$ cat src/rtl/kotpp_pkg.sv
// ----------------------------------------------------------------------------
// kotpp_pkg
// Shared types and constants of the keyed object table payload packer.
// ----------------------------------------------------------------------------
`default_nettype none

package kotpp_pkg;

	localparam int FUNC_W  = 1;
	localparam int KEY_W   = 8;
	localparam int VALUE_W = 16;
	localparam int LEN_W   = 2;
	localparam int BYTE_W  = 8;
	localparam int COUNT_W = 4;
	localparam int LIMIT_W = 5;

	localparam int DEFAULT_MAX_ENTRIES       = 8;
	localparam int DEFAULT_MAX_PAYLOAD_BYTES = 24;

	localparam logic [LIMIT_W-1:0] LIMIT_RESET      = 5'd24;
	localparam logic [BYTE_W-1:0]  DEVICE_INFO_BYTE = 8'h40;

	localparam logic [FUNC_W-1:0] FUNC_SET  = 1'b0;
	localparam logic [FUNC_W-1:0] FUNC_EMIT = 1'b1;

	localparam logic KIND_STATUS = 1'b0;
	localparam logic KIND_BYTE   = 1'b1;

	localparam logic [LEN_W-1:0] LEN_ONE = 2'd1;
	localparam logic [LEN_W-1:0] LEN_TWO = 2'd2;

	typedef struct packed {
		logic               wide;
		logic [VALUE_W-1:0] value;
		logic [KEY_W-1:0]   key;
	} entry_t;

	typedef enum logic [2:0] {
		ST_IDLE,
		ST_SCAN,
		ST_RESP,
		ST_HDR,
		ST_KEY,
		ST_LO,
		ST_HI
	} state_t;

endpackage

`default_nettype wire

$ cat src/rtl/kotpp_if.sv
// ----------------------------------------------------------------------------
// kotpp_if
// Ready/valid channels for input items and result items.
// ----------------------------------------------------------------------------
`default_nettype none

interface kotpp_item_if;
	logic                             valid;
	logic                             ready;
	logic [kotpp_pkg::FUNC_W-1:0]     func;
	logic [kotpp_pkg::KEY_W-1:0]      object_key;
	logic [kotpp_pkg::VALUE_W-1:0]    object_value;
	logic [kotpp_pkg::LEN_W-1:0]      value_length;

	modport source (output valid, func, object_key, object_value, value_length, input ready);
	modport sink (input valid, func, object_key, object_value, value_length, output ready);
endinterface

interface kotpp_result_if;
	logic                             valid;
	logic                             ready;
	logic                             result_kind;
	logic                             accepted;
	logic [kotpp_pkg::BYTE_W-1:0]     payload_byte;
	logic                             last;
	logic [kotpp_pkg::COUNT_W-1:0]    entry_count;

	modport source (output valid, result_kind, accepted, payload_byte, last, entry_count,
		input ready);
	modport sink (input valid, result_kind, accepted, payload_byte, last, entry_count,
		output ready);
endinterface

`default_nettype wire

$ cat src/rtl/kotpp_ram.sv
// ----------------------------------------------------------------------------
// kotpp_ram
// Simple dual-port RAM with one write port and one registered read port.
// ----------------------------------------------------------------------------
`default_nettype none

module kotpp_ram #(
	parameter int WIDTH = 8,
	parameter int DEPTH = 8,
	localparam int AW = (DEPTH > 1) ? $clog2(DEPTH) : 1
) (
	input  wire logic             clk,
	input  wire logic             wr_en,
	input  wire logic [AW-1:0]    wr_addr,
	input  wire logic [WIDTH-1:0] wr_data,
	input  wire logic             rd_en,
	input  wire logic [AW-1:0]    rd_addr,
	output logic      [WIDTH-1:0] rd_data
);

	logic [WIDTH-1:0] mem_q [DEPTH];

	always_ff @(posedge clk) begin
		if (wr_en) begin
			mem_q[wr_addr] <= wr_data;
		end
		if (rd_en) begin
			rd_data <= mem_q[rd_addr];
		end
	end

endmodule

`default_nettype wire

$ cat src/rtl/keyed_object_table_payload_packer_unit.sv
// ----------------------------------------------------------------------------
// keyed_object_table_payload_packer_unit
// Keyed table of telemetry objects in a RAM, updated by set items and
// serialized into a payload byte stream by emit items.
// ----------------------------------------------------------------------------
//  Channel  Dir  Protocol      Transfer carries
//  item     in   valid/ready   func, object_key, object_value, value_length
//  result   out  valid/ready   result_kind, accepted, payload_byte, last, entry_count
//  cfg      in   write enable  payload_limit
//
//  One item is worked on at a time. A set compares its key with each stored
//  entry in turn, as the key search reads the table RAM one entry a cycle.
//  An emit gives one payload byte per cycle while the result is taken; the next
//  entry is read while the current one is sent. Result stalls hold the sequencer
//  in place, and the output register lets a new item in while the final result
//  waits. Reset empties the table; entries are never cleared otherwise.
// ----------------------------------------------------------------------------
`default_nettype none

module keyed_object_table_payload_packer_unit #(
	parameter int MAX_ENTRIES       = kotpp_pkg::DEFAULT_MAX_ENTRIES,
	parameter int MAX_PAYLOAD_BYTES = kotpp_pkg::DEFAULT_MAX_PAYLOAD_BYTES
) (
	input  wire logic                          clk,
	input  wire logic                          arst_n,
	input  wire logic                          cfg_write_en,
	input  wire logic [kotpp_pkg::LIMIT_W-1:0] cfg_write_data,
	kotpp_item_if.sink                         item,
	kotpp_result_if.source                     result
);

	localparam int AW = (MAX_ENTRIES > 1) ? $clog2(MAX_ENTRIES) : 1;
	localparam int CW = $clog2(MAX_ENTRIES + 1);
	localparam int UW = $clog2(MAX_PAYLOAD_BYTES + 4);
	localparam int EW = $bits(kotpp_pkg::entry_t);

	kotpp_pkg::state_t state_q, state_d;

	logic [kotpp_pkg::LIMIT_W-1:0] limit_q;
	logic [CW-1:0]                 count_q;
	logic [CW-1:0]                 cand_q;
	logic [UW-1:0]                 used_q;
	logic                          ok_q;
	logic [kotpp_pkg::KEY_W-1:0]   req_key_q;
	logic [kotpp_pkg::VALUE_W-1:0] req_value_q;
	logic                          req_wide_q;
	kotpp_pkg::entry_t             cur_q;

	logic                          out_valid_q;
	logic                          out_kind_q;
	logic                          out_acc_q;
	logic [kotpp_pkg::BYTE_W-1:0]  out_byte_q;
	logic                          out_last_q;
	logic [kotpp_pkg::COUNT_W-1:0] out_count_q;

	logic                          accept;
	logic                          slot_free;
	logic                          len_ok;
	logic [kotpp_pkg::VALUE_W-1:0] in_value;
	logic [UW-1:0]                 limit_eff;
	logic [EW-1:0]                 rd_data;
	kotpp_pkg::entry_t             rd_entry;
	logic [CW-1:0]                 cand_nxt;
	logic                          cand_has;
	logic                          next_fits;
	logic                          key_match;
	logic                          table_full;

	logic                          rd_en;
	logic [AW-1:0]                 rd_addr;
	logic                          wr_en;
	logic [AW-1:0]                 wr_addr;
	kotpp_pkg::entry_t             wr_entry;
	logic                          cnt_inc;
	logic                          cand_clr;
	logic                          take;
	logic                          ok_load;
	logic                          ok_d;
	logic                          push;
	logic                          push_kind;
	logic                          push_acc;
	logic [kotpp_pkg::BYTE_W-1:0]  push_byte;
	logic                          push_last;

	assign item.ready = (state_q == kotpp_pkg::ST_IDLE);
	assign accept     = item.valid && item.ready;
	assign slot_free  = !out_valid_q || result.ready;
	assign len_ok     = (item.value_length == kotpp_pkg::LEN_ONE)
		|| (item.value_length == kotpp_pkg::LEN_TWO);
	assign in_value   = (item.value_length == kotpp_pkg::LEN_ONE)
		? {8'h00, item.object_value[7:0]} : item.object_value;

	always_comb begin
		if (32'(limit_q) > MAX_PAYLOAD_BYTES) begin
			limit_eff = UW'(MAX_PAYLOAD_BYTES);
		end else begin
			limit_eff = UW'(limit_q);
		end
	end

	assign rd_entry   = kotpp_pkg::entry_t'(rd_data);
	assign cand_nxt   = cand_q + CW'(1);
	assign cand_has   = cand_q < count_q;
	assign next_fits  = cand_has && ((used_q + UW'(2) + UW'(rd_entry.wide)) <= limit_eff);
	assign key_match  = rd_entry.key == req_key_q;
	assign table_full = !(count_q < CW'(MAX_ENTRIES));

	kotpp_ram #(
		.WIDTH(EW),
		.DEPTH(MAX_ENTRIES)
	) u_table (
		.clk(clk),
		.wr_en(wr_en),
		.wr_addr(wr_addr),
		.wr_data(wr_entry),
		.rd_en(rd_en),
		.rd_addr(rd_addr),
		.rd_data(rd_data)
	);

	always_comb begin
		state_d = state_q;
		unique case (state_q)
			kotpp_pkg::ST_IDLE: begin
				if (accept) begin
					if (item.func == kotpp_pkg::FUNC_SET) begin
						if (len_ok && (count_q != '0)) begin
							state_d = kotpp_pkg::ST_SCAN;
						end else begin
							state_d = kotpp_pkg::ST_RESP;
						end
					end else if ((count_q == '0) || (limit_eff == '0)) begin
						state_d = kotpp_pkg::ST_RESP;
					end else begin
						state_d = kotpp_pkg::ST_HDR;
					end
				end
			end
			kotpp_pkg::ST_SCAN: begin
				if (key_match || !(cand_nxt < count_q)) begin
					state_d = kotpp_pkg::ST_RESP;
				end
			end
			kotpp_pkg::ST_RESP: begin
				if (slot_free) begin
					state_d = kotpp_pkg::ST_IDLE;
				end
			end
			kotpp_pkg::ST_HDR, kotpp_pkg::ST_HI: begin
				if (slot_free) begin
					state_d = next_fits ? kotpp_pkg::ST_KEY : kotpp_pkg::ST_IDLE;
				end
			end
			kotpp_pkg::ST_KEY: begin
				if (slot_free) begin
					state_d = kotpp_pkg::ST_LO;
				end
			end
			kotpp_pkg::ST_LO: begin
				if (slot_free) begin
					if (cur_q.wide) begin
						state_d = kotpp_pkg::ST_HI;
					end else begin
						state_d = next_fits ? kotpp_pkg::ST_KEY : kotpp_pkg::ST_IDLE;
					end
				end
			end
			default: begin
				state_d = kotpp_pkg::ST_IDLE;
			end
		endcase
	end

	always_comb begin
		rd_en     = 1'b0;
		rd_addr   = '0;
		wr_en     = 1'b0;
		wr_addr   = cand_q[AW-1:0];
		wr_entry  = '{wide: req_wide_q, value: req_value_q, key: req_key_q};
		cnt_inc   = 1'b0;
		cand_clr  = 1'b0;
		take      = 1'b0;
		ok_load   = 1'b0;
		ok_d      = 1'b0;
		push      = 1'b0;
		push_kind = kotpp_pkg::KIND_BYTE;
		push_acc  = 1'b1;
		push_byte = '0;
		push_last = 1'b0;
		unique case (state_q)
			kotpp_pkg::ST_IDLE: begin
				if (accept) begin
					ok_load = 1'b1;
					if (item.func == kotpp_pkg::FUNC_SET) begin
						if (len_ok && (count_q == '0)) begin
							wr_en    = 1'b1;
							wr_addr  = '0;
							wr_entry = '{wide: (item.value_length == kotpp_pkg::LEN_TWO),
								value: in_value, key: item.object_key};
							cnt_inc  = 1'b1;
							ok_d     = 1'b1;
						end else if (len_ok) begin
							rd_en    = 1'b1;
							cand_clr = 1'b1;
						end
					end else if ((count_q != '0) && (limit_eff != '0)) begin
						rd_en    = 1'b1;
						cand_clr = 1'b1;
					end
				end
			end
			kotpp_pkg::ST_SCAN: begin
				if (key_match) begin
					wr_en   = 1'b1;
					ok_load = 1'b1;
					ok_d    = 1'b1;
				end else if (cand_nxt < count_q) begin
					rd_en   = 1'b1;
					rd_addr = cand_nxt[AW-1:0];
					take    = 1'b1;
				end else if (!table_full) begin
					wr_en   = 1'b1;
					wr_addr = count_q[AW-1:0];
					cnt_inc = 1'b1;
					ok_load = 1'b1;
					ok_d    = 1'b1;
				end else begin
					ok_load = 1'b1;
				end
			end
			kotpp_pkg::ST_RESP: begin
				push      = slot_free;
				push_kind = kotpp_pkg::KIND_STATUS;
				push_acc  = ok_q;
				push_last = 1'b1;
			end
			kotpp_pkg::ST_HDR: begin
				push      = slot_free;
				push_byte = kotpp_pkg::DEVICE_INFO_BYTE;
				push_last = !next_fits;
				take      = slot_free && next_fits;
			end
			kotpp_pkg::ST_KEY: begin
				push      = slot_free;
				push_byte = cur_q.key;
			end
			kotpp_pkg::ST_LO: begin
				push      = slot_free;
				push_byte = cur_q.value[7:0];
				push_last = !cur_q.wide && !next_fits;
				take      = slot_free && !cur_q.wide && next_fits;
			end
			kotpp_pkg::ST_HI: begin
				push      = slot_free;
				push_byte = cur_q.value[15:8];
				push_last = !next_fits;
				take      = slot_free && next_fits;
			end
			default: begin
				push = 1'b0;
			end
		endcase
		if (take && (state_q != kotpp_pkg::ST_SCAN)) begin
			rd_en   = cand_nxt < count_q;
			rd_addr = cand_nxt[AW-1:0];
		end
	end

	always_ff @(posedge clk or negedge arst_n) begin
		if (!arst_n) begin
			state_q     <= kotpp_pkg::ST_IDLE;
			limit_q     <= kotpp_pkg::LIMIT_RESET;
			count_q     <= '0;
			out_valid_q <= 1'b0;
		end else begin
			state_q <= state_d;
			if (cfg_write_en) begin
				limit_q <= cfg_write_data;
			end
			if (cnt_inc) begin
				count_q <= count_q + CW'(1);
			end
			if (slot_free) begin
				out_valid_q <= push;
			end
		end
	end

	always_ff @(posedge clk) begin
		if (accept) begin
			req_key_q   <= item.object_key;
			req_value_q <= in_value;
			req_wide_q  <= (item.value_length == kotpp_pkg::LEN_TWO);
		end
		if (ok_load) begin
			ok_q <= ok_d;
		end
		if (cand_clr) begin
			cand_q <= '0;
			used_q <= UW'(1);
		end else if (take) begin
			cand_q <= cand_nxt;
			if (state_q != kotpp_pkg::ST_SCAN) begin
				cur_q  <= rd_entry;
				used_q <= used_q + UW'(2) + UW'(rd_entry.wide);
			end
		end
		if (push) begin
			out_kind_q  <= push_kind;
			out_acc_q   <= push_acc;
			out_byte_q  <= push_byte;
			out_last_q  <= push_last;
			out_count_q <= kotpp_pkg::COUNT_W'(count_q);
		end
	end

	assign result.valid        = out_valid_q;
	assign result.result_kind  = out_kind_q;
	assign result.accepted     = out_acc_q;
	assign result.payload_byte = out_byte_q;
	assign result.last         = out_last_q;
	assign result.entry_count  = out_count_q;

endmodule

`default_nettype wire
$ cat src/flat_wrapper.sv
// flat-port wrapper written by rule: the top's interface ports become plain ports
module keyed_object_table_payload_packer_unit_flat 
#(
	parameter int MAX_ENTRIES       = kotpp_pkg::DEFAULT_MAX_ENTRIES,
	parameter int MAX_PAYLOAD_BYTES = kotpp_pkg::DEFAULT_MAX_PAYLOAD_BYTES
)
  (clk, arst_n, cfg_write_en, cfg_write_data, item_valid, item_func, item_object_key, item_object_value, item_value_length, item_ready, result_valid, result_result_kind, result_accepted, result_payload_byte, result_last, result_entry_count, result_ready);
  kotpp_item_if item_i ();
  kotpp_result_if result_i ();
  input  wire logic clk;
  input  wire logic arst_n;
  input  wire logic cfg_write_en;
  input  wire logic [kotpp_pkg::LIMIT_W-1:0] cfg_write_data;
  input wire logic [$bits(item_i.valid)-1:0] item_valid;
  input wire logic [$bits(item_i.func)-1:0] item_func;
  input wire logic [$bits(item_i.object_key)-1:0] item_object_key;
  input wire logic [$bits(item_i.object_value)-1:0] item_object_value;
  input wire logic [$bits(item_i.value_length)-1:0] item_value_length;
  output wire logic [$bits(item_i.ready)-1:0] item_ready;
  output wire logic [$bits(result_i.valid)-1:0] result_valid;
  output wire logic [$bits(result_i.result_kind)-1:0] result_result_kind;
  output wire logic [$bits(result_i.accepted)-1:0] result_accepted;
  output wire logic [$bits(result_i.payload_byte)-1:0] result_payload_byte;
  output wire logic [$bits(result_i.last)-1:0] result_last;
  output wire logic [$bits(result_i.entry_count)-1:0] result_entry_count;
  input wire logic [$bits(result_i.ready)-1:0] result_ready;
  assign item_i.valid = item_valid;
  assign item_i.func = item_func;
  assign item_i.object_key = item_object_key;
  assign item_i.object_value = item_object_value;
  assign item_i.value_length = item_value_length;
  assign item_ready = item_i.ready;
  assign result_valid = result_i.valid;
  assign result_result_kind = result_i.result_kind;
  assign result_accepted = result_i.accepted;
  assign result_payload_byte = result_i.payload_byte;
  assign result_last = result_i.last;
  assign result_entry_count = result_i.entry_count;
  assign result_i.ready = result_ready;
  keyed_object_table_payload_packer_unit #(.MAX_ENTRIES(MAX_ENTRIES), .MAX_PAYLOAD_BYTES(MAX_PAYLOAD_BYTES)) u_core (.clk(clk), .arst_n(arst_n), .cfg_write_en(cfg_write_en), .cfg_write_data(cfg_write_data), .item(item_i), .result(result_i));
endmodule
$ cat config.mk
export PLATFORM = sky130hd
export DESIGN_NAME = keyed_object_table_payload_packer_unit_flat
export DESIGN_NICKNAME = d
export VERILOG_FILES = /design/src/rtl/kotpp_pkg.sv /design/src/rtl/kotpp_if.sv /design/src/rtl/kotpp_ram.sv /design/src/rtl/keyed_object_table_payload_packer_unit.sv /design/src/flat_wrapper.sv
export SDC_FILE = /design/constraint.sdc
export NUM_CORES = 1
export LEC_CHECK = 0
export ABC_CLOCK_PERIOD_IN_PS = 4500
export BUFFER_PORTS_ARGS = -buffer_cell sky130_fd_sc_hd__buf_2
export CAP_MARGIN = 20
export CORE_UTILIZATION = 40
export DETAILED_ROUTE_END_ITERATION = 10
export PLACE_DENSITY = 0.57
export SETUP_SLACK_MARGIN = 0.2
export SYNTH_ARGS = -nofsm -noshare
export SYNTH_HDL_FRONTEND = slang
export SYNTH_HIERARCHICAL = 1
export SYNTH_SLANG_ARGS = --single-unit
export TNS_END_PERCENT = 20
$ cat constraint.sdc
create_clock -name clk -period 4.5 [get_ports clk]
set_clock_uncertainty 0.05 [all_clocks]
set_input_delay 0.225 -clock clk [delete_from_list [all_inputs] [get_ports clk]]
set_output_delay 0.225 -clock clk [all_outputs]
set_load 0.05 [all_outputs]
## Word-level counts from Yosys, hierarchy flattened

Memories as Yosys holds them, arrays and structs flattened. A register that Yosys moved wholly into a read port is not among the register bits.
Index checks and enable logic that the tools add are counted.

- RAM bits: 200
- Flip-flop bits (word level): 88
- Memory bits (read-only): 0
- Output and inout port bits: 17
- Memories kept: 1
- Logic and storage cells: 132
- Bits in latches: 0
- Input bits: 37

- $add $sub $neg: 4
- $lt $le $gt $ge: 5
- Eq/ne operators: 16
- Muxes and demuxes: 59
- $mul: 0
- Div/mod/pow operators: 0
- Reductions and logical operators: 28
- Shifts and indexed selects: 0
- Bitwise gates (word level): 1

Memory list:

| name | depth | width | rd ports | clocked after memory_dff | wr ports | line | text |
|---|---|---|---|---|---|---|---|
| u_core.u_table.mem_q | 8 | 25 | 1 | 1 | 1 | kotpp_ram.sv:21 | `logic [WIDTH-1:0] mem_q [DEPTH];` |

Operators with widths:

| operator | number |
|---|---|
| 25-bit 2-to-1 mux | 4 |
| 3-bit 2-to-1 mux | 19 |
| 8-bit one-hot mux with 4 select lines | 1 |
| 1-bit 2-to-1 mux | 24 |
| 3-bit one-hot mux with 6 select lines | 1 |
| 16-bit 2-to-1 mux | 1 |
| 1-bit logical AND | 10 |
| 2-bit by 1-bit != test with 1-bit output (second input constant) | 5 |
| 3-bit == test (second input constant) | 3 |
| 4-bit by 1-bit adder with 4-bit output (second input constant) | 2 |
| 8-bit == test | 1 |
| 4-bit < comparator | 2 |
| 1-bit one-hot mux with 2 select lines | 4 |
| 3-bit by 2-bit == test with 1-bit output (second input constant) | 2 |
| 1-bit one-hot mux with 3 select lines | 2 |
| 3-bit one-hot mux with 2 select lines | 1 |
| 6-bit AND reduction | 1 |
| 5-bit by 1-bit adder with 5-bit output | 1 |
| 5-bit by 2-bit adder with 5-bit output (second input constant) | 1 |
| 5-bit > comparator (second input constant) | 1 |
| 5-bit <= comparator | 1 |
| 5-bit logical NOT | 1 |
| 5-bit 2-to-1 mux | 1 |
| 5-bit nonzero test | 1 |
| 17 further kinds | 23 |

## Depth between registers and ports, before layout

Gate-level depths: netlist of run 1.

- Word-level depth: 10
- Gate-level depth with buffers: 15
- Gate-level depth less buffers: 13

## Cells and area by module

The synthesis of run 1 kept the hierarchy.

By module, submodules not included:

| module | area each (sq um) | cells each | instances | seq. area each (sq um) |
|---|---|---|---|---|
| kotpp_ram | 8511.9 | 328 | 1 | 6756.5 |
| keyed_object_table_payload_packer_unit | 4330.4 | 346 | 1 | 2489.9 |

## Worst setup path after synthesis of run 1

No wires, ideal clock.

- Kind: register to register
- Start: register u_core.state_q[1]
- End: memory u_core/u_table/mem_q[0][0] (netlist name), enable pin
- Path buffers: 2
- Required time: 4.012 ns
- Period minus slack after synthesis: 5.472 ns
- Arrival: 4.984 ns
- Stages on the path, launching flop included: 10
- Path slack: -0.972 ns
- Library setup time: 0.438 ns
- Cells stage by stage: dfrtp_1 > buf_6 > nor3_1 > and2_1 > nand3_1 > clkbuf_1 > nand2_1 > o21ai_0 > nand2b_1 > nor3_1

- Elaborated cells on any way between the ends: 9
- Those cells by class: 1 x eq/ne; 6 x mux; 2 x reduce/logical

RTL lines:

| element | line | text |
|---|---|---|
| start: declaration | keyed_object_table_payload_packer_unit.sv:37 | `kotpp_pkg::state_t state_q, state_d;` |
| start signal: assignment | keyed_object_table_payload_packer_unit.sv:271 | `state_q <= kotpp_pkg::ST_IDLE;` |
| start signal: assignment | keyed_object_table_payload_packer_unit.sv:276 | `state_q <= state_d;` |
| 3-bit logical NOT | keyed_object_table_payload_packer_unit.sv:85 | `assign item.ready = (state_q == kotpp_pkg::ST_IDLE);` |
| net item_ready | flat_wrapper.sv:19 | `output wire logic [$bits(item_i.ready)-1:0] item_ready;` |
| 1-bit logical AND | keyed_object_table_payload_packer_unit.sv:86 | `assign accept = item.valid && item.ready;` |
| net u_core.accept | keyed_object_table_payload_packer_unit.sv:56 | `logic accept;` |
| 3-bit 2-to-1 mux | keyed_object_table_payload_packer_unit.sv:192 | `if (accept) begin` |
| 3-bit one-hot mux with 2 select lines | keyed_object_table_payload_packer_unit.sv:190 | `unique case (state_q)` |
| net u_core.wr_addr[2] | keyed_object_table_payload_packer_unit.sv:72 | `logic [AW-1:0] wr_addr;` |
| end: declaration | kotpp_ram.sv:21 |  |

The timed path passes the listed nets, and every way through them passes these cells.

## Worst setup path after layout of run 1

- Start: register u_core.cand_q[0]
- End: register u_core.u_table.rd_data[9], read port of u_core.u_table.mem_q (data pin)

- Cells in the longest elaborated chain, start to end: 7
- Elaborated cells on any way between the ends: 16
- Those cells by class: 1 x add/sub; 2 x order compare; 9 x mux; 4 x reduce/logical

Ends and longest elaborated chain:

| element | line | text |
|---|---|---|
| start: declaration | keyed_object_table_payload_packer_unit.sv:41 | `logic [CW-1:0] cand_q;` |
| start signal: assignment | keyed_object_table_payload_packer_unit.sv:302 | `cand_q <= cand_nxt;` |
| 4-bit by 1-bit adder with 4-bit output (*) | keyed_object_table_payload_packer_unit.sv:102 | `assign cand_nxt = cand_q + CW'(1);` |
| net u_core.cand_nxt[2] | keyed_object_table_payload_packer_unit.sv:63 | `logic [CW-1:0] cand_nxt;` |
| 4-bit < comparator (*) | keyed_object_table_payload_packer_unit.sv:217 | `end else if (cand_nxt < count_q) begin` |
| 1-bit 2-to-1 mux | keyed_object_table_payload_packer_unit.sv:217 |  |
| 1-bit 2-to-1 mux | keyed_object_table_payload_packer_unit.sv:213 | `if (key_match) begin` |
| 1-bit one-hot mux with 3 select lines | keyed_object_table_payload_packer_unit.sv:190 |  |
| 1-bit logical AND | keyed_object_table_payload_packer_unit.sv:263 | `if (take && (state_q != kotpp_pkg::ST_SCAN)) begin` |
| 3-bit 2-to-1 mux (*) | keyed_object_table_payload_packer_unit.sv:263 |  |
| net u_core.rd_addr[0] | keyed_object_table_payload_packer_unit.sv:70 | `logic [AW-1:0] rd_addr;` |
| end: declaration | kotpp_ram.sv:18 | `output logic [WIDTH-1:0] rd_data` |

The timed path passes the listed nets; every way through them passes the cells marked *.
A chain may end at the register's enable or synchronous reset.

==> results.py, run 1 <==
metrics = {
    "routing": {
        "first_iter_violations": 418,
        "viasPerCell": 5.21,
        "detailroute.via_count": 6293,
        "post_route_ant_nets": 0,
        "route.detailed.drc": 0,
        "wl_cell_um": 21.4,
        "drt-total-wl_um": 25800,
        "drt_first_pass_iters": 5,
    },
    "setup_path": {
        "timing.critical_path.slowest_stage_cell": "sky130_fd_sc_hd__mux4_1",
        "endpoint_kind": "flop",
        "crit_path_max_fanout": 38,
        "worst_ep_required_time_ns": 4.70,
        "arrival_ns": 4.27,
        "critical_path.cell_chain": "ha_1 -> xor2_1 -> ha_1 -> nor3_1 -> a211oi_1 -> o21bai_1 -> o22ai_4 -> nor2b_4 -> buf_12 -> mux4_1 -> mux2_2",
        "critical-path-max-stage-delay_ns": 0.60,
        "critical-path-top-cell-by-count": "sky130_fd_sc_hd__ha_1",
        "worstSetupStartpointType": "flop",
        "criticalPathCategory": "reg2reg",
        "critical_path.top_delay_family": "multiplexers",
        "timing.critical_path.buf_inv": 1,
    },
    "grt": {
        "globalRouteOverflowTotal": 0,
        "antenna_violations_before_repair": 0,
        "wire_length_of_the_first_global_routing_pass_um": 39200,
        "grt_max_degree": 51,
        "grt_util_all_layers": 0.161,
        "first_global_vias": 6524,
    },
    "placed_design": {
        "dp_hpwl_um": 15800,
        "placement.io_buffers": 53,
        "placed_cell_area_um2": 13800,
        "place_congestion": 0.847,
    },
    "logic_synthesis": {
        "synth_cell_types": 53,
        "number_of_flops_mapped_to_enable_cells_by_yosys": 291,
        "postSynthRegisterBits": 313,
        "synthArstFlopShare": 0.0415,
        "syn-num-nets": 729,
        "post_synth_instance_area_um2": 12800,
        "syn_inst": 674,
        "synth.avg_cell_area_um2": 19.1,
        "ys_warn_count": 6,
        "seq_area_frac_synth": 0.720,
        "synth_flop_cell": "sky130_fd_sc_hd__edfxtp_1",
    },
    "clock_tree": {
        "clock_sinks": 313,
        "clk_path_buf_depth": 3,
        "clock_tree.root_cell": "sky130_fd_sc_hd__clkbuf_16",
        "cts_setup_buffers": 0,
        "cts_inserted_buffers": 34,
        "htree_num_levels": 2,
        "worstSkewPairLatency_ns": 0.50,
        "tritoncts": "yes",
        "clk_pin_slew_ns": 0.06,
    },
    "layout": {
        "area.growth.synth_to_final_pct": 16.9,
        "layout_cell_share_with_drive_strength_beyond_1": 0.245,
        "layout.area.seq_um2": 9250,
        "most-common-layout-cells": "sky130_fd_sc_hd__edfxtp_1 (291), sky130_fd_sc_hd__mux2_2 (55), sky130_fd_sc_hd__buf_2 (53), sky130_fd_sc_hd__mux4_1 (50), sky130_fd_sc_hd__clkbuf_16 (35)",
        "multiInputGateArea_um2": 3450,
        "mostFrequentLayoutCell": "sky130_fd_sc_hd__edfxtp_1",
        "diodes": 0,
        "fin_util": 0.476,
        "filler_cell_count": 2629,
        "final_nets": 843,
        "design_area_um2": 15000,
    },
    "floorplanning": {
        "dieWidth_um": 181,
        "start_util": 0.407,
        "core_area_um2": 31600,
        "die-height_um": 181,
        "die_footprint_um2": 32800,
        "placement_rows": 65,
        "boundaryPins": 54,
    },
    "job": {
        "timing.max_cap.violations": 0,
    },
    "timing": {
        "drv_slew": 0,
        "layout_worst_path_cycle_share": 0.906,
        "timing_worst_slew_pin_value_ns": 0.948,
        "clock.fmax_mhz": 245,
        "hold_viol": 0,
        "maxSlewHeadroom": 0.362,
        "setup_total_negative_slack_ns": 0,
        "grt_setup_unrepaired": "false",
        "final-setup-viol-count": 0,
        "period_minus_slack_ns": 4.08,
    },
    "pwr": {
        "power_per_unit_of_standard_cell_area_nw_per_um2": 612,
        "total_leakage_power_nw": 5.08,
        "peakVddDrop_uv": 313,
    },
    "hold_path": {
        "worstHoldPathType": "in2reg",
    },
    "outcome": {
        "outcome": "complete, no violations",
    },
}
[worst register-to-register path, delay by kind of cell, from the launching register on]
family | cells | cell delay, ns
AOI/OAI and AO/OA | 3 | 0.76
muxes | 2 | 0.91
DFF | 1 | 0.51
adders and majority gates | 2 | 0.50
and+or+nand+nor | 2 | 0.65
buffers and inverters | 1 | 0.26
xor gates and xnor gates | 1 | 0.18
[cell usage after synthesis (3+ instances only)]
master / number / area (um^2)
sky130_fd_sc_hd__a21oi_1: 9 / 45.0
sky130_fd_sc_hd__a31oi_1: 3 / 18.8
sky130_fd_sc_hd__and2_1: 12 / 75.1
sky130_fd_sc_hd__buf_1: 8 / 30.0
sky130_fd_sc_hd__buf_6: 7 / 78.8
sky130_fd_sc_hd__clkbuf_1: 11 / 41.3
sky130_fd_sc_hd__dfrtp_1: 11 / 275
sky130_fd_sc_hd__dfxtp_1: 9 / 180
sky130_fd_sc_hd__edfxtp_1: 291 / 8740
sky130_fd_sc_hd__ha_1: 18 / 225
sky130_fd_sc_hd__inv_1: 14 / 52.6
sky130_fd_sc_hd__mux2_2: 55 / 619
sky130_fd_sc_hd__mux2i_1: 10 / 100
sky130_fd_sc_hd__mux4_1: 50 / 1310
sky130_fd_sc_hd__nand2_1: 26 / 97.6
sky130_fd_sc_hd__nand2b_1: 11 / 68.8
sky130_fd_sc_hd__nand3_1: 4 / 20.0
sky130_fd_sc_hd__nor2_1: 26 / 97.6
sky130_fd_sc_hd__nor2b_1: 15 / 93.8
sky130_fd_sc_hd__nor3_1: 9 / 45.0
sky130_fd_sc_hd__o21ai_0: 21 / 105
sky130_fd_sc_hd__xnor2_1: 17 / 149
[metal layers]
metal | global-route usage | routed length (um)
met5 | 0 | 0
met4 | 0.0414 | 392
met3 | 0.0274 | 1040
met2 | 0.275 | 12900
met1 | 0.212 | 11500
[kinds of logic after synthesis]
logic type / Yosys count / synth area share
flops: 313 / 0.720
fa+ha+maj: 19 / 0.0183
simple gates: 116 / 0.0459
compound gates: 51 / 0.0282
buf+inv: 41 / 0.0162
mux: 116 / 0.159
xor+xnor: 18 / 0.0123
[sequential cells by signal (all words and copies together), names as in the netlist]
| signal | flops |
|---|---|
| u_core/cur_q | 25 |
| u_core/result.payload_byte | 8 |
| u_core/cand_q | 4 |
| u_core/u_table/mem_q | 200 |
| u_core/req_key_q | 8 |
| u_core/req_value_q | 16 |
| u_core/state_q | 3 |
| u_core/count_q | 4 |
| u_core/result.valid | 1 |
| u_core/ok_q | 1 |
| u_core/result.entry_count | 4 |
| u_core/result.result_kind | 1 |
| u_core/req_wide_q | 1 |
| u_core/used_q | 5 |
| u_core/limit_q | 5 |
| u_core/result.accepted | 1 |
| u_core/u_table/rd_data | 25 |
| u_core/result.last | 1 |
[final cells by class]
type,count,area share
clock buffers,41,0.0599
clock inverters,12,0.00400
inverters,14,0.00350
multi-input cells,320,0.230
flip-flops and latches,313,0.616
well taps,402,0.0335
repair buffers,105,0.0532
[worst paths after layout]
path / slack [ns] / depth (start not counted) / to / startpoint
setup / recovery: 0.42 / 11 / u_core/u_table/rd_data[9] / u_core/cand_q[0]
hold / removal: 0.02 / 2 / u_core/req_value_q[9] / item_object_value[9]
setup reg to reg: 0.42 / 11 / u_core/u_table/rd_data[9] / u_core/cand_q[0]
hold reg to reg: 0.37 / 0 / u_core/cur_q[16] / u_core/u_table/rd_data[16]
max in group asynchronous: 4.02 / 2 / u_core/limit_q[4] / arst_n
min in group asynchronous: 0.09 / 2 / u_core/state_q[2] / arst_n
[per-stage QoR]
step / total power, mW / std cells / hold slack [ns] / setup WS, ns
2_1_floorplan: 6.05 / 674 / -0.121 / 0.229
3_3_place_gp: 6.75 / 1127 / 0.0781 / 0.568
3_5_place_dp: 6.81 / 1127 / 0.0883 / 0.501
4_1_cts: 9.30 / 1207 / 0.00171 / 0.459
5_1_grt: 9.63 / 1207 / 0.0156 / 0.231
6_report: 9.19 / 1207 / 0.0214 / 0.424
[repair_timing]
action,in CTS,in global routing
hold endpoints to repair,35,0
hold buffers,27,0
gates resized for setup,0,0
endpoints found under the setup margin,0,0
[where the power goes]
part	switching, mW	leakage (nW)	internal [mW]
clock	1.04	0.470	1.41
combinational	1.50	1.73	1.05
sequential	0.264	2.88	3.91
total	2.81	5.08	6.38
(Power assumes the default switching activity.)
==> run 2, diff against run 1 <==
Settings changed: SYNTH_HIERARCHICAL 1 to unset.
==> results.py, run 2 <==
metrics = {
    "setup_path": {
        "timing.critical_path.buf_inv": 2,
        "worstReg2RegStart": "u_core.cand_q[1]",
        "criticalPathCategory": "reg2reg",
        "arrival_ns": 4.05,
        "timing.critical_path.slowest_stage_cell": "sky130_fd_sc_hd__nor2b_2",
        "endpoint_kind": "flop",
        "worst-r2r-cell-count": 9,
        "critical_path.top_delay_family": "compound AO/OA/AOI/OAI gates",
        "worst_ep_required_time_ns": 4.67,
        "rrSetupSlack_ns": 0.63,
        "worst_r2r_endpoint": "u_core.u_table.mem_q[6][19]",
        "critical-path-max-stage-delay_ns": 0.74,
        "critical_path.cell_chain": "ha_4 -> ha_1 -> a21boi_0 -> o221a_2 -> o211ai_1 -> buf_4 -> o31ai_1 -> nor2b_2 -> buf_12",
        "crit_path_max_fanout": 26,
        "worstSetupStartpointType": "flop",
    },
    "timing": {
        "layout_worst_path_cycle_share": 0.861,
        "grt_setup_unrepaired": "false",
        "clock.fmax_mhz": 258,
        "final-setup-viol-count": 0,
        "drv_slew": 0,
        "hold_viol": 0,
        "final_critical_path_setup_slack_ns": 0.627,
        "maxSlewHeadroom": 0.407,
        "timing_worst_slew_pin_value_ns": 0.888,
        "period_minus_slack_ns": 3.87,
    },
    "layout": {
        "most-common-layout-cells": "sky130_fd_sc_hd__edfxtp_1 (291), sky130_fd_sc_hd__nand2_1 (97), sky130_fd_sc_hd__a21oi_1 (87), sky130_fd_sc_hd__buf_2 (53), sky130_fd_sc_hd__o21ai_0 (42)",
        "mostFrequentLayoutCell": "sky130_fd_sc_hd__edfxtp_1",
        "flip_flop_count_of_the_largest_register_all_copies_and_words_added": 200,
        "final_nets": 1050,
        "diodes": 0,
        "reg.largest.list": "u_core.u_table.mem_q x200, u_core.cur_q x25, u_core.u_table.rd_data x25",
        "area.growth.synth_to_final_pct": 18.7,
        "layout_cell_share_with_drive_strength_beyond_1": 0.189,
        "filler_cell_count": 2739,
        "fin_util": 0.487,
        "top_register": "u_core.u_table.mem_q",
        "layout.area.seq_um2": 9250,
        "multiInputGateArea_um2": 3550,
    },
    "floorplanning": {
        "die-height_um": 183,
        "placement_rows": 65,
        "start_util": 0.410,
        "dieWidth_um": 183,
        "die_footprint_um2": 33400,
        "boundaryPins": 54,
        "core_area_um2": 31800,
    },
    "logic_synthesis": {
        "synthArstFlopShare": 0.0415,
        "number_of_flops_mapped_to_enable_cells_by_yosys": 291,
        "synth_compound_area_frac": 0.112,
        "postSynthRegisterBits": 313,
        "yosys-top-cells-count": "sky130_fd_sc_hd__edfxtp_1 (291), sky130_fd_sc_hd__nand2_1 (97), sky130_fd_sc_hd__a21oi_1 (87)",
        "synth_flop_cell": "sky130_fd_sc_hd__edfxtp_1",
        "post-synth-top-count-cell": "sky130_fd_sc_hd__edfxtp_1",
        "area_contributors_post_synth": "sky130_fd_sc_hd__edfxtp_1 (67%), sky130_fd_sc_hd__a21oi_1 (3.3%), sky130_fd_sc_hd__mux2_2 (3.1%)",
        "synth.avg_cell_area_um2": 14.6,
        "seq_area_frac_synth": 0.708,
        "synth_top_family_by_area": "compound AO/OA/AOI/OAI gates",
        "post_synth_instance_area_um2": 13100,
        "synth_top_cell_area_share": 0.670,
        "synthMuxAreaShare": 0.0564,
        "synth_cell_types": 67,
        "syn_inst": 894,
        "ys_warn_count": 0,
        "synth_simple_gate_area_share": 0.0675,
        "synth_largest_area_cell": "sky130_fd_sc_hd__edfxtp_1",
        "synthAdderAreaFrac": 0.0180,
        "synthXorXnorAreaFrac": 0.0140,
        "syn-num-nets": 949,
    },
    "routing": {
        "wl_cell_um": 20.3,
        "viasPerCell": 5.29,
        "route.detailed.drc": 0,
        "drt_first_pass_iters": 5,
        "post_route_ant_nets": 0,
        "first_iter_violations": 397,
        "detailroute.via_count": 7701,
        "drt-total-wl_um": 29500,
    },
    "placed_design": {
        "place_congestion": 0.809,
        "placement.io_buffers": 53,
        "dp_worst_setup_slack_ns": 0.706,
        "dp_hpwl_um": 18500,
    },
    "clock_tree": {
        "htree_num_levels": 2,
        "clk_pin_slew_ns": 0.05,
        "holdBufCountCts": 31,
        "cts_resized": 0,
        "clk_path_buf_depth": 3,
        "tritoncts": "yes",
        "clock_tree.root_cell": "sky130_fd_sc_hd__clkbuf_16",
        "clock_sinks": 313,
        "worstSkewPairLatency_ns": 0.52,
        "cts_setup_buffers": 0,
        "cts_inserted_buffers": 35,
    },
    "grt": {
        "grt_util_all_layers": 0.182,
        "wire_length_of_the_first_global_routing_pass_um": 45900,
        "first_global_vias": 7655,
        "globalRouteOverflowTotal": 0,
        "antenna_violations_before_repair": 0,
        "grt_max_degree": 56,
    },
    "pwr": {
        "power_per_unit_of_standard_cell_area_nw_per_um2": 703,
        "peakVddDrop_uv": 358,
        "total_leakage_power_nw": 5.33,
        "fin_total_pwr_mw": 10.9,
    },
    "hold_path": {
        "hold_path_end": "u_core.req_value_q[8]",
        "worstHoldPathType": "in2reg",
        "worst_hold_path.num_cells": 2,
        "min-delay-start": "item_object_value[8]",
    },
    "outcome": {
        "outcome": "complete, no violations",
    },
    "job": {
        "timing.max_cap.violations": 0,
    },
}
==> run 2: cell count changes after synthesis, sizes merged, moves of 6 or more <==
cell,before,now
a2111oi,2,24
a21oi,9,87
a221o,0,24
and2,12,6
clkbuf,11,33
mux2,56,36
mux2i,10,33
mux4,50,0
nand2,26,97
nand2b,11,5
nor3,9,1
o21ai,22,42
o31ai,0,7
==> run 2: how the worst max path moves through the flow <==
stage,start,endpoint,slack (ns),cells after the start
CTS,u_core.cand_q[1],u_core.u_table.mem_q[6][19],0.70,9
global route,u_core.cand_q[1],u_core.u_table.mem_q[0][19],0.42,9
detailed placement,u_core.cand_q[1],u_core.u_table.mem_q[6][17],0.71,9
global placement,u_core.u_table.rd_data[24],u_core.u_table.rd_data[24],0.77,12
finish,u_core.cand_q[1],u_core.u_table.mem_q[6][19],0.63,9
floorplan,u_core.cand_q[1],u_core.u_table.rd_data[0],-0.15,11
==> run 2: layout make-up <==
| cell class | count | share of cell area |
|---|---|---|
| flip-flops and latches | 313 | 0.597 |
| multi-input cells | 511 | 0.229 |
| clock buffers | 41 | 0.0580 |
| repair buffers | 116 | 0.0556 |
| well taps | 435 | 0.0351 |
| clock inverters | 21 | 0.0212 |
| inverters | 18 | 0.00436 |
==> run 2: power breakdown <==
part	switching, mW	internal [mW]	total (mW)
sequential	0.282	3.97	4.25
clock	1.12	1.90	3.02
combinational	2.37	1.25	3.62
total	3.77	7.11	10.9
==> run 2: metal layers <==
metal,wire (um),global-route usage,share of wire,up-vias
met1,13800,0.260,0.47,3827
met3,1280,0.0247,0.043,43
met2,13800,0.290,0.47,195
met5,0,0,0,-
li1,-,-,-,3636
met4,626,0.0545,0.021,0
==> run 2: through the flow <==
| stage | instances | instance area (um^2) | TNS, ns | hold WS (ns) |
|---|---|---|---|---|
| 6_report | 1455 | 15500 | 0 | 0.0210 |
| 3_5_place_dp | 1362 | 14000 | 0 | 0.0888 |
| 3_3_place_gp | 1361 | 13900 | 0 | 0.0915 |
| 2_1_floorplan | 894 | 13100 | -3.86 | -0.121 |
| 5_1_grt | 1455 | 15500 | 0 | 0.0185 |
| 4_1_cts | 1455 | 15500 | 0 | 0.00113 |
==> run 2: kinds of logic (layout without fill, tap and decap cells) <==
kind of cell	Yosys count	in the layout
adders and majority gates	19	19
DFF	313	313
xor gates and xnor gates	20	20
buffers and inverters	70	196
AOI/OAI and AO/OA	217	217
muxes	69	69
and+or+nand+nor	186	186
==> run 3, diff against run 2 <==
Settings changed: CORE_MARGIN set to 5.
==> results.py, run 3 (synthesis results as in run 2) <==
metrics = {
    "outcome": {
        "outcome": "complete, no violations",
    },
    "layout": {
        "filler_cell_count": 2926,
        "area.growth.synth_to_final_pct": 17.5,
        "diodes": 0,
        "reg.largest.list": "u_core.u_table.mem_q x200, u_core.cur_q x25, u_core.u_table.rd_data x25",
        "flip_flop_count_of_the_largest_register_all_copies_and_words_added": 200,
        "final_nets": 1050,
        "layout_cell_share_with_drive_strength_beyond_1": 0.185,
        "mostFrequentLayoutCell": "sky130_fd_sc_hd__edfxtp_1",
        "layout.area.seq_um2": 9250,
        "layoutNonFillerInstCount": 1462,
        "fin_util": 0.474,
        "top_register": "u_core.u_table.mem_q",
        "most-common-layout-cells": "sky130_fd_sc_hd__edfxtp_1 (291), sky130_fd_sc_hd__nand2_1 (97), sky130_fd_sc_hd__a21oi_1 (87), sky130_fd_sc_hd__buf_2 (53), sky130_fd_sc_hd__o21ai_0 (42)",
        "multiInputGateArea_um2": 3550,
    },
    "routing": {
        "viasPerCell": 5.29,
        "detailroute.via_count": 7741,
        "post_route_ant_nets": 0,
        "drt_first_pass_iters": 6,
        "first_iter_violations": 622,
        "drt-total-wl_um": 29400,
        "wl_cell_um": 20.1,
        "route.detailed.drc": 0,
    },
    "grt": {
        "wire_length_of_the_first_global_routing_pass_um": 45700,
        "grt_util_all_layers": 0.161,
        "globalRouteOverflowTotal": 0,
        "grt_max_degree": 49,
        "first_global_vias": 7648,
        "antenna_violations_before_repair": 0,
    },
    "floorplanning": {
        "dieWidth_um": 191,
        "placement_rows": 66,
        "start_util": 0.403,
        "die-height_um": 191,
        "boundaryPins": 54,
        "core_area_um2": 32400,
        "die_footprint_um2": 36300,
    },
    "clock_tree": {
        "clock_tree.root_cell": "sky130_fd_sc_hd__clkbuf_16",
        "clk_path_buf_depth": 3,
        "tritoncts": "yes",
        "htree_num_levels": 2,
        "clk_pin_slew_ns": 0.06,
        "worstSkewPairLatency_ns": 0.51,
        "cts_inserted_buffers": 34,
        "cts_resized": 0,
        "cts_setup_buffers": 0,
        "clock_sinks": 313,
    },
    "hold_path": {
        "worstHoldPathType": "in2reg",
        "min-delay-start": "item_object_value[15]",
    },
    "setup_path": {
        "worst_ep_required_time_ns": 4.79,
        "crit_path_max_fanout": 40,
        "source_of_the_critical_timing_path": "u_core.u_table.rd_data[24]",
        "criticalPathCategory": "reg2reg",
        "arrival_ns": 4.00,
        "rrSetupSlack_ns": 0.79,
        "endpoint_kind": "flop",
        "worstSetupStartpointType": "flop",
        "worstReg2RegStart": "u_core.u_table.rd_data[24]",
    },
    "timing": {
        "final-setup-viol-count": 0,
        "drv_slew": 0,
        "maxSlewHeadroom": 0.232,
        "hold_viol": 0,
        "grt_setup_unrepaired": "false",
        "clock.fmax_mhz": 269,
        "period_minus_slack_ns": 3.71,
        "timing_worst_slew_pin_value_ns": 1.15,
        "layout_worst_path_cycle_share": 0.825,
        "hold_ws_ns": 0.0298,
    },
    "pwr": {
        "total_leakage_power_nw": 5.27,
        "power_per_unit_of_standard_cell_area_nw_per_um2": 687,
        "peakVddDrop_uv": 285,
        "fin_total_pwr_mw": 10.5,
    },
    "placed_design": {
        "place_congestion": 0.787,
        "placement.io_buffers": 53,
        "dp.cells": 1371,
        "dp_hpwl_um": 18400,
    },
    "job": {
        "timing.max_cap.violations": 0,
    },
}
[run 3: what timing repair did]
action / CTS / global route
hold buffers: 30 / 0
hold endpoints to repair: 35 / 0
endpoints found under the setup margin: 0 / 0
[run 3: metrics by stage]
step	setup TNS, ns	setup WS [ns]	instance area, um^2
after global routing	0	0.451	15300
after detailed placement	0	0.858	13900
final	0	0.787	15300
after CTS	0	0.768	15300
after global placement	0	0.979	13900
after floorplan	-3.86	-0.155	13100
[run 3: layout make-up]
cell class | instances | share of cell area
sequential | 313 | 0.603
inverter | 18 | 0.00441
clock buffer | 47 | 0.0635
clock inverter | 14 | 0.00759
timing repair buffer | 117 | 0.0543
multi-input combinational | 511 | 0.231
tap | 442 | 0.0361
[run 3: layer usage]
metal  wire (um)  GRT usage  up-vias  share of wire
met5           0          0        -              0
met4         625     0.0395        0          0.021
met3        1380     0.0222       47          0.047
met2       13800      0.260      196           0.47
met1       13600      0.233     3861           0.46
li1            -          -     3637              -
[run 3: where the power goes]
group          total [mW]  internal, mW  switching (mW)
registers            4.25          3.97           0.279
clock network        2.72          1.63            1.09
logic                3.57          1.23            2.34
[run 3: critical path, cell delays in order (launching register included)]
cell,delay (ns)
sky130_fd_sc_hd__edfxtp_1,0.36
sky130_fd_sc_hd__ha_1,0.17
sky130_fd_sc_hd__inv_1,0.05
sky130_fd_sc_hd__ha_1,0.22
sky130_fd_sc_hd__nand3b_1,0.20
sky130_fd_sc_hd__xnor2_1,0.14
sky130_fd_sc_hd__ha_1,0.29
sky130_fd_sc_hd__and3_1,0.20
sky130_fd_sc_hd__o21ai_0,0.13
sky130_fd_sc_hd__a32o_1,0.27
sky130_fd_sc_hd__a2bb2oi_4,0.81
sky130_fd_sc_hd__buf_4,0.33
sky130_fd_sc_hd__o21ai_0,0.12
sky130_fd_sc_hd__a21oi_1,0.17
[run 3: final timing paths]
check / cells after the start / to
hold / removal: 2 / u_core.req_value_q[15]
max in group asynchronous: 2 / u_core.limit_q[3]
min in group asynchronous: 2 / u_core.limit_q[1]
setup reg to reg: 13 / u_core.u_table.rd_data[20]
setup / recovery: 13 / u_core.u_table.rd_data[20]
hold reg to reg: 0 / u_core.cur_q[0]
